`config.mk`:
```
export PLATFORM = sky130hd
export DESIGN_NAME = alamouti_sfbc_pilot_encoder
export DESIGN_NICKNAME = d
export VERILOG_FILES = /design/src/sv/sfbc_pkg.sv /design/src/sv/sfbc_ctrl.sv /design/src/sv/sfbc_encode.sv /design/src/sv/alamouti_sfbc_pilot_encoder.sv
export SDC_FILE = /design/constraint.sdc
export NUM_CORES = 1
export LEC_CHECK = 0
export BUFFER_PORTS_ARGS = -buffer_cell sky130_fd_sc_hd__buf_2
export CORE_UTILIZATION = 50
export DETAILED_ROUTE_END_ITERATION = 12
export PLACE_DENSITY = 0.67
export SETUP_SLACK_MARGIN = 0.4
export SLEW_MARGIN = 5
export SYNTH_ARGS = -nofsm -noshare
export SYNTH_HDL_FRONTEND = slang
export SYNTH_SLANG_ARGS = --single-unit
```
`constraint.sdc`:
```
create_clock -name clk -period 8.84 [get_ports clk]
set_clock_uncertainty 0.2 [all_clocks]
set_input_delay 0.884 -clock clk [delete_from_list [all_inputs] [get_ports clk]]
set_output_delay 0.884 -clock clk [all_outputs]
set_load 0.01 [all_outputs]
```
`src/sv/sfbc_pkg.sv`:
```
// Shared types and constants for the Alamouti SFBC pilot encoder.
package sfbc_pkg;

    localparam int POS_W     = 7;
    localparam int CFG_IDX_W = 2;
    localparam int CFG_DATA_W = 64;
    localparam int LEN_W     = 8;
    localparam int MASK_W    = 64;
    localparam int MASK_IDX_W = 6;

    localparam logic [CFG_IDX_W-1:0] CFG_PAIRS   = 2'd0;
    localparam logic [CFG_IDX_W-1:0] CFG_MASK_LO = 2'd1;
    localparam logic [CFG_IDX_W-1:0] CFG_MASK_HI = 2'd2;

    localparam logic [LEN_W-1:0] PAIRS_RESET = 8'd32;

    // sqrt(2) in Q2.14, rounding offset and shift
    localparam int COEF_W      = 17;
    localparam int SQRT2_Q14   = 23170;
    localparam int ROUND_HALF  = 8192;
    localparam int SCALE_SHIFT = 14;

    typedef struct packed {
        logic pilot;
        logic last;
    } pair_flags_t;

endpackage

```
`src/sv/sfbc_ctrl.sv`:
```
// Configuration registers, pair position counter and pilot lookup.
module sfbc_ctrl import sfbc_pkg::*; #(
    parameter int MAX_PAIRS = 128
) (
    input  logic                  clk,
    input  logic                  rst_n,
    input  logic                  cfg_wr,
    input  logic [CFG_IDX_W-1:0]  cfg_index,
    input  logic [CFG_DATA_W-1:0] cfg_data,
    input  logic                  advance,
    output pair_flags_t           flags
);

    localparam logic [LEN_W-1:0] MAX_LEN = LEN_W'(MAX_PAIRS);

    logic [LEN_W-1:0]  pairs_reg;
    logic [MASK_W-1:0] mask_lo_reg;
    logic [MASK_W-1:0] mask_hi_reg;
    logic [POS_W-1:0]  pos_reg;
    logic [POS_W-1:0]  pos_next;
    logic [LEN_W-1:0]  len_eff;
    logic [LEN_W-1:0]  pos_inc;

    always_comb
    begin
        if (pairs_reg == '0 || pairs_reg > MAX_LEN)
        begin
            len_eff = MAX_LEN;
        end
        else
        begin
            len_eff = pairs_reg;
        end
        pos_inc     = LEN_W'(pos_reg) + LEN_W'(1);
        flags.last  = (pos_inc >= len_eff);
        flags.pilot = pos_reg[POS_W-1] ? mask_hi_reg[pos_reg[MASK_IDX_W-1:0]]
                                       : mask_lo_reg[pos_reg[MASK_IDX_W-1:0]];
        pos_next    = flags.last ? '0 : pos_inc[POS_W-1:0];
    end

    always_ff @(posedge clk or negedge rst_n)
    begin
        if (!rst_n)
        begin
            pairs_reg   <= PAIRS_RESET;
            mask_lo_reg <= '0;
            mask_hi_reg <= '0;
            pos_reg     <= '0;
        end
        else
        begin
            if (cfg_wr)
            begin
                case (cfg_index)
                    CFG_PAIRS:   pairs_reg   <= cfg_data[LEN_W-1:0];
                    CFG_MASK_LO: mask_lo_reg <= cfg_data;
                    CFG_MASK_HI: mask_hi_reg <= cfg_data;
                    default:     ;
                endcase
            end
            if (advance)
            begin
                pos_reg <= pos_next;
            end
        end
    end

endmodule

```
`src/sv/sfbc_encode.sv`:
```
// Alamouti pair mapping with sqrt(2) pilot boost and output saturation.
module sfbc_encode import sfbc_pkg::*; #(
    parameter int SAMPLE_BITS = 16
) (
    input  logic signed [SAMPLE_BITS-1:0] first_re,
    input  logic signed [SAMPLE_BITS-1:0] first_im,
    input  logic signed [SAMPLE_BITS-1:0] second_re,
    input  logic signed [SAMPLE_BITS-1:0] second_im,
    input  logic                          pilot,
    output logic signed [SAMPLE_BITS-1:0] ant1_first_re,
    output logic signed [SAMPLE_BITS-1:0] ant1_first_im,
    output logic signed [SAMPLE_BITS-1:0] ant1_second_re,
    output logic signed [SAMPLE_BITS-1:0] ant1_second_im,
    output logic signed [SAMPLE_BITS-1:0] ant2_first_re,
    output logic signed [SAMPLE_BITS-1:0] ant2_first_im,
    output logic signed [SAMPLE_BITS-1:0] ant2_second_re,
    output logic signed [SAMPLE_BITS-1:0] ant2_second_im
);

    localparam int SB = SAMPLE_BITS;
    localparam int SW = SB + 4;
    localparam int PW = SB + COEF_W;
    localparam logic signed [SW-1:0] SAT_HI = {{(SW-SB+1){1'b0}}, {(SB-1){1'b1}}};
    localparam logic signed [SW-1:0] SAT_LO = {{(SW-SB+1){1'b1}}, {(SB-1){1'b0}}};
    localparam logic signed [PW-1:0] COEF  = PW'(SQRT2_Q14);
    localparam logic signed [PW-1:0] RND   = PW'(ROUND_HALF);

    function automatic logic signed [SW-1:0] ext(input logic signed [SB-1:0] v);
        return SW'(v);
    endfunction

    // floor((v * sqrt2 + half) / 2^14)
    function automatic logic signed [SW-1:0] scale(input logic signed [SB-1:0] v);
        logic signed [PW-1:0] prod;
        logic signed [PW-1:0] sum;
        prod = PW'(v) * COEF;
        sum  = prod + RND;
        return SW'($signed(sum[PW-1:SCALE_SHIFT]));
    endfunction

    function automatic logic signed [SB-1:0] sat(input logic signed [SW-1:0] v);
        logic signed [SW-1:0] c;
        if (v > SAT_HI)
        begin
            c = SAT_HI;
        end
        else if (v < SAT_LO)
        begin
            c = SAT_LO;
        end
        else
        begin
            c = v;
        end
        return c[SB-1:0];
    endfunction

    logic signed [SW-1:0] r0_s;
    logic signed [SW-1:0] i0_s;
    logic signed [SW-1:0] r1_s;
    logic signed [SW-1:0] i1_s;

    always_comb
    begin
        if (pilot)
        begin
            r0_s = scale(first_re);
            i0_s = scale(first_im);
            r1_s = scale(second_re);
            i1_s = scale(second_im);
        end
        else
        begin
            r0_s = ext(first_re);
            i0_s = ext(first_im);
            r1_s = ext(second_re);
            i1_s = ext(second_im);
        end

        ant1_first_re  = sat(r0_s);
        ant1_first_im  = sat(i0_s);
        ant1_second_re = sat(-r1_s);
        ant1_second_im = sat(i1_s);

        if (pilot)
        begin
            ant2_first_re  = '0;
            ant2_first_im  = '0;
            ant2_second_re = '0;
            ant2_second_im = '0;
        end
        else
        begin
            ant2_first_re  = second_re;
            ant2_first_im  = second_im;
            ant2_second_re = first_re;
            ant2_second_im = sat(-ext(first_im));
        end
    end

endmodule

```
`src/sv/alamouti_sfbc_pilot_encoder.sv`:
```
// Top level of the 2x1 Alamouti SFBC encoder with pilot pairs.
//
// Input channel (in_valid/in_ready) carries one word per subcarrier pair:
// even subcarrier first_re/first_im and odd subcarrier second_re/second_im.
// Output channel (out_valid/out_ready) carries one word per pair: both
// antenna pairs plus is_pilot and last_pair flags.
// Config channel (cfg_valid/cfg_ready, always ready) writes pairs_per_symbol
// (index 0), pilot_mask_low (1) and pilot_mask_high (2); write only when idle.
// Two register stages: input register, then the mapping/saturation logic
// into the output register. An accepted word passes from the input
// register into the output register and leaves from there when out_ready is high;
// throughput is one pair per cycle while out_ready stays high.
// Pilot and last flags are looked up from the pair counter at input accept.
// Reset clears the valid flags of both stages, the pair counter, the masks and sets
// pairs_per_symbol to 32.
// When out_ready is low the output word holds; the input register still
// fills, so one more word is taken before in_ready drops.
module alamouti_sfbc_pilot_encoder import sfbc_pkg::*; #(
    parameter int MAX_PAIRS   = 128,
    parameter int SAMPLE_BITS = 16
) (
    input  logic                          clk,
    input  logic                          rst_n,
    input  logic                          cfg_valid,
    output logic                          cfg_ready,
    input  logic [CFG_IDX_W-1:0]          cfg_index,
    input  logic [CFG_DATA_W-1:0]         cfg_data,
    input  logic                          in_valid,
    output logic                          in_ready,
    input  logic signed [SAMPLE_BITS-1:0] first_re,
    input  logic signed [SAMPLE_BITS-1:0] first_im,
    input  logic signed [SAMPLE_BITS-1:0] second_re,
    input  logic signed [SAMPLE_BITS-1:0] second_im,
    output logic                          out_valid,
    input  logic                          out_ready,
    output logic signed [SAMPLE_BITS-1:0] ant1_first_re,
    output logic signed [SAMPLE_BITS-1:0] ant1_first_im,
    output logic signed [SAMPLE_BITS-1:0] ant1_second_re,
    output logic signed [SAMPLE_BITS-1:0] ant1_second_im,
    output logic signed [SAMPLE_BITS-1:0] ant2_first_re,
    output logic signed [SAMPLE_BITS-1:0] ant2_first_im,
    output logic signed [SAMPLE_BITS-1:0] ant2_second_re,
    output logic signed [SAMPLE_BITS-1:0] ant2_second_im,
    output logic                          is_pilot,
    output logic                          last_pair
);

    localparam int SB = SAMPLE_BITS;

    pair_flags_t          flags;
    pair_flags_t          s1_flags_reg;
    logic                 s1_valid_reg;
    logic signed [SB-1:0] s1_r0_reg;
    logic signed [SB-1:0] s1_i0_reg;
    logic signed [SB-1:0] s1_r1_reg;
    logic signed [SB-1:0] s1_i1_reg;
    logic                 in_acc;
    logic                 out_load;

    logic signed [SB-1:0] e_a1r0;
    logic signed [SB-1:0] e_a1i0;
    logic signed [SB-1:0] e_a1r1;
    logic signed [SB-1:0] e_a1i1;
    logic signed [SB-1:0] e_a2r0;
    logic signed [SB-1:0] e_a2i0;
    logic signed [SB-1:0] e_a2r1;
    logic signed [SB-1:0] e_a2i1;

    logic                 out_valid_reg;
    logic signed [SB-1:0] a1r0_reg;
    logic signed [SB-1:0] a1i0_reg;
    logic signed [SB-1:0] a1r1_reg;
    logic signed [SB-1:0] a1i1_reg;
    logic signed [SB-1:0] a2r0_reg;
    logic signed [SB-1:0] a2i0_reg;
    logic signed [SB-1:0] a2r1_reg;
    logic signed [SB-1:0] a2i1_reg;
    pair_flags_t          out_flags_reg;

    assign cfg_ready = 1'b1;
    assign out_load  = !out_valid_reg || out_ready;
    assign in_ready  = !s1_valid_reg || out_load;
    assign in_acc    = in_valid && in_ready;

    sfbc_ctrl #(
        .MAX_PAIRS (MAX_PAIRS)
    ) u_ctrl (
        .clk       (clk),
        .rst_n     (rst_n),
        .cfg_wr    (cfg_valid),
        .cfg_index (cfg_index),
        .cfg_data  (cfg_data),
        .advance   (in_acc),
        .flags     (flags)
    );

    sfbc_encode #(
        .SAMPLE_BITS (SAMPLE_BITS)
    ) u_encode (
        .first_re       (s1_r0_reg),
        .first_im       (s1_i0_reg),
        .second_re      (s1_r1_reg),
        .second_im      (s1_i1_reg),
        .pilot          (s1_flags_reg.pilot),
        .ant1_first_re  (e_a1r0),
        .ant1_first_im  (e_a1i0),
        .ant1_second_re (e_a1r1),
        .ant1_second_im (e_a1i1),
        .ant2_first_re  (e_a2r0),
        .ant2_first_im  (e_a2i0),
        .ant2_second_re (e_a2r1),
        .ant2_second_im (e_a2i1)
    );

    // input register
    always_ff @(posedge clk or negedge rst_n)
    begin
        if (!rst_n)
        begin
            s1_valid_reg <= 1'b0;
        end
        else if (in_ready)
        begin
            s1_valid_reg <= in_valid;
        end
    end

    always_ff @(posedge clk)
    begin
        if (in_acc)
        begin
            s1_r0_reg    <= first_re;
            s1_i0_reg    <= first_im;
            s1_r1_reg    <= second_re;
            s1_i1_reg    <= second_im;
            s1_flags_reg <= flags;
        end
    end

    // output register
    always_ff @(posedge clk or negedge rst_n)
    begin
        if (!rst_n)
        begin
            out_valid_reg <= 1'b0;
        end
        else if (out_load)
        begin
            out_valid_reg <= s1_valid_reg;
        end
    end

    always_ff @(posedge clk)
    begin
        if (out_load && s1_valid_reg)
        begin
            a1r0_reg      <= e_a1r0;
            a1i0_reg      <= e_a1i0;
            a1r1_reg      <= e_a1r1;
            a1i1_reg      <= e_a1i1;
            a2r0_reg      <= e_a2r0;
            a2i0_reg      <= e_a2i0;
            a2r1_reg      <= e_a2r1;
            a2i1_reg      <= e_a2i1;
            out_flags_reg <= s1_flags_reg;
        end
    end

    assign out_valid      = out_valid_reg;
    assign ant1_first_re  = a1r0_reg;
    assign ant1_first_im  = a1i0_reg;
    assign ant1_second_re = a1r1_reg;
    assign ant1_second_im = a1i1_reg;
    assign ant2_first_re  = a2r0_reg;
    assign ant2_first_im  = a2i0_reg;
    assign ant2_second_re = a2r1_reg;
    assign ant2_second_im = a2i1_reg;
    assign is_pilot       = out_flags_reg.pilot;
    assign last_pair      = out_flags_reg.last;

endmodule
```
==> impl_results.md <==
- Critical Path Max Stage Delay: 630 ps
- FILL cells: 5448
- Worst Setup End Kind: flop
- Die area: 0.0649 sq mm
- Share of layout cells above drive strength 1: 0.182
- H-tree depth: 2
- Final Util: 0.564
- F_max: 124 MHz
- Synth Net Count: 3753
- Yosys warns: 0
- CP Data Arrival Time: just over 8000 ps
- I/O pin total: roughly 270
- Tmin final: just over 8000 ps
- Slew margin rel.: 0.304
- Flop2flop setup slack: 790 ps
- Routed via count: between 20000 and 25000
- Initial DRC Count: between 1000 and 1500
- Final Hold Fails: 0
- Port Buffers: around 270
- Reg-to-Reg End: ant1_second_re[2]
- Design area: 0.0356 sq mm
- Yosys reg bits: around 340
- Initial Utilization: 0.506
- Synthesized area per cell: about 11 sq um
- Number of hold buffers added after cts: 0
- Worst-skew pair later-pin latency: 590 ps
- Crit path required time: around 9000 ps
- Main synth FF type: edfxtp_1
- Avg Vias per Cell: 5.58
- Clock sinks: between 300 and 400
- Cell count after synthesis: roughly 2900
- Cell variety after synth: 94
- Sequential-to-total area share from yosys stat: 0.298
- Die Width: approximately 250 um
- Mapped Area: 0.0319 sq mm
- Worst-path clk slew: about 60 ps
- Largest net degree at the start of global routing: ~150
- Worst path depth: 24
- Crit path max-delay cell type: or4_1
- Reg-to-Reg Start: s1_r1_reg[10]
- Tcrit/Tclk final: 0.910
- Drt drc: 0
- Initial antenna violation count: 7
- Root Buffer: clkbuf_16
- Total CTS buffers: 40
- GRT Total Usage: 0.237
- Top delay family on crit path: adder cells
- Global route overflow: 0
- Vias in the first global route: about 23000
- Post-synth EDFFs: 196
- Area after DPL: 0.0341 sq mm
- Worst Max-Slew Pin Slew: 1040 ps
- HPWL after DPL: around 59000 um
- Cell mode on critical path: fa_1
- Routed Wire Length: approximately 76000 um
- Antenna Violating Nets Remaining: 0
- Cell Chain, Critical Path: ha_1 > inv_1 > fa_1 > inv_1 > fa_1 > fa_1 > fa_1 > ha_1 > ha_1 > a21oi_1 > o21ai_1 > a22oi_1 > nand2_2 > or4_1 > nor4_1 > mux2i_1 > buf_4 > nand4bb_4 > nor4_4 > nand2_1 > o21ai_4 > nor2_2 > buf_4 > o41ai_2
- Critical Path Start Type: flop
- Area Growth Syn to Fin: 11.6%
- Status: finished clean
- # setup viols final: 0
- RSZ-0062 raised after global routing: no
- Num rows: 92
- Fin Setup TNS: 0 ps
- WP buf/inv: 4
- Placed cell count: just under 4000
- Post-synth ARST share: 0.425
- DIE HEIGHT: between 200 and 300 um
- Wire per inst: between 15 and 20 um
- GP Congestion: 0.863
- Area of the core: roughly 0.063 sq mm
- Max FO, Critical Path: 14
- Layout Cells excl Fill: 4015
- CTS tree: yes
- Maxcap violations: 0
- CTS Buffer Depth: 3
- DRT Pass-1 Iters: 5
- Nets: 4002
- Hold WC Path Type: input pin to asynchronous set/reset pin
- WS Path Type: flop to flop
- Max Slew Vio Count: 0
- First-pass GRT wire length: approximately 120000 um
- R2R depth: 24
-- cells in the final DEF, fill, tap and decap left out, drive strengths merged, types with 100 or more instances in the layout --
cell	instances
mux2	138
fa	235
inv	414
buf	293
nor2	114
edfxtp	196
nand2	109
ha	499
a21oi	100
dfrtp	144
-- metal layers --
layer	vias to the layer above	routed length (um)	track usage
met3	107	3070	0.0289
li1	10662	-	-
met4	0	1850	0.0681
met2	531	38200	0.413
met5	-	0	0
met1	11118	32900	0.310
-- how the worst max path moves through the flow --
stage	from	end	slack [ps]
4_1_cts	s1_r1_reg[6]	ant1_second_re[2]	520
2_1_floorplan	s1_r1_reg[15]	ant1_second_re[5]	1370
3_5_place_dp	s1_r1_reg[6]	ant1_second_re[2]	570
5_1_grt	s1_r1_reg[4]	ant1_second_re[2]	350
3_3_place_gp	s1_r1_reg[6]	ant1_second_re[2]	770
6_report	s1_r1_reg[10]	ant1_second_re[2]	790
-- synthesized netlist by cell type, types with 8 or more instances --
cell type / number / area share
o22ai_1: 10 / 0.0020
mux2i_1: 39 / 0.012
o221ai_1: 31 / 0.0085
xor2_1: 70 / 0.019
o21a_1: 14 / 0.0033
and3_1: 12 / 0.0024
a21o_1: 30 / 0.0071
or2_2: 8 / 0.0016
and2_1: 19 / 0.0037
nor4_1: 13 / 0.0025
inv_1: 412 / 0.048
mux4_2: 17 / 0.012
a31oi_1: 15 / 0.0029
dfrtp_1: 144 / 0.11
nand3_1: 43 / 0.0067
o21ai_0: 84 / 0.013
mux2_2: 138 / 0.049
o31ai_2: 10 / 0.0039
a21oi_1: 100 / 0.016
nor2_1: 113 / 0.013
o211ai_1: 15 / 0.0035
a311oi_1: 17 / 0.0047
nand2_1: 108 / 0.013
nor2b_1: 53 / 0.010
buf_1: 9 / 0.0011
clkbuf_1: 63 / 0.0074
ha_1: 499 / 0.20
nand2b_1: 21 / 0.0041
or3_1: 15 / 0.0029
nor3_1: 40 / 0.0063
xnor2_1: 72 / 0.020
a211oi_1: 20 / 0.0047
fa_1: 235 / 0.15
o21bai_1: 12 / 0.0028
nand4_1: 25 / 0.0049
o31ai_1: 11 / 0.0026
edfxtp_1: 196 / 0.18
-- cells by family after synthesis --
kind of cell / Yosys count / share of synthesized area
AND/OR/NAND/NOR: 524 / 0.0875
adder cells (fa/ha/maj): 734 / 0.343
XOR/XNOR: 144 / 0.0400
flip-flops: 341 / 0.298
AO/OA/AOI/OAI: 448 / 0.0982
other: 1 / 0.000117
buffers and inverters: 498 / 0.0602
multiplexers: 194 / 0.0729
-- per-stage QoR --
stage                     worst slack [ps]  hold slack [ps]
after floorplan                       1370              200
after global placement                 768              206
after detailed placement               568              223
after CTS                              523              134
after global routing                   352              158
final                                  795              108
-- repair_timing --
| action | in CTS | in global routing |
|---|---|---|
| setup endpoints to repair | 0 | 43 |
| resized for setup | 0 | 13 |
| hold endpoints to repair | 0 | 0 |
| buffers inserted | 0 | 8 |
-- final cells by class --
type	count	area (sq um)	area share
multi-input combinational	2045	20500	0.577
sequential	341	9520	0.267
timing repair buffer	293	1570	0.0440
inverter	412	1550	0.0435
clock buffer	49	1060	0.0299
tap	846	1060	0.0297
clock inverter	22	289	0.00812
antenna	7	17.5	0.000492
Power is left out: the tool's default activity adds up to more than one toggle a clock period on the data nets, which glitch-free logic cannot reach.
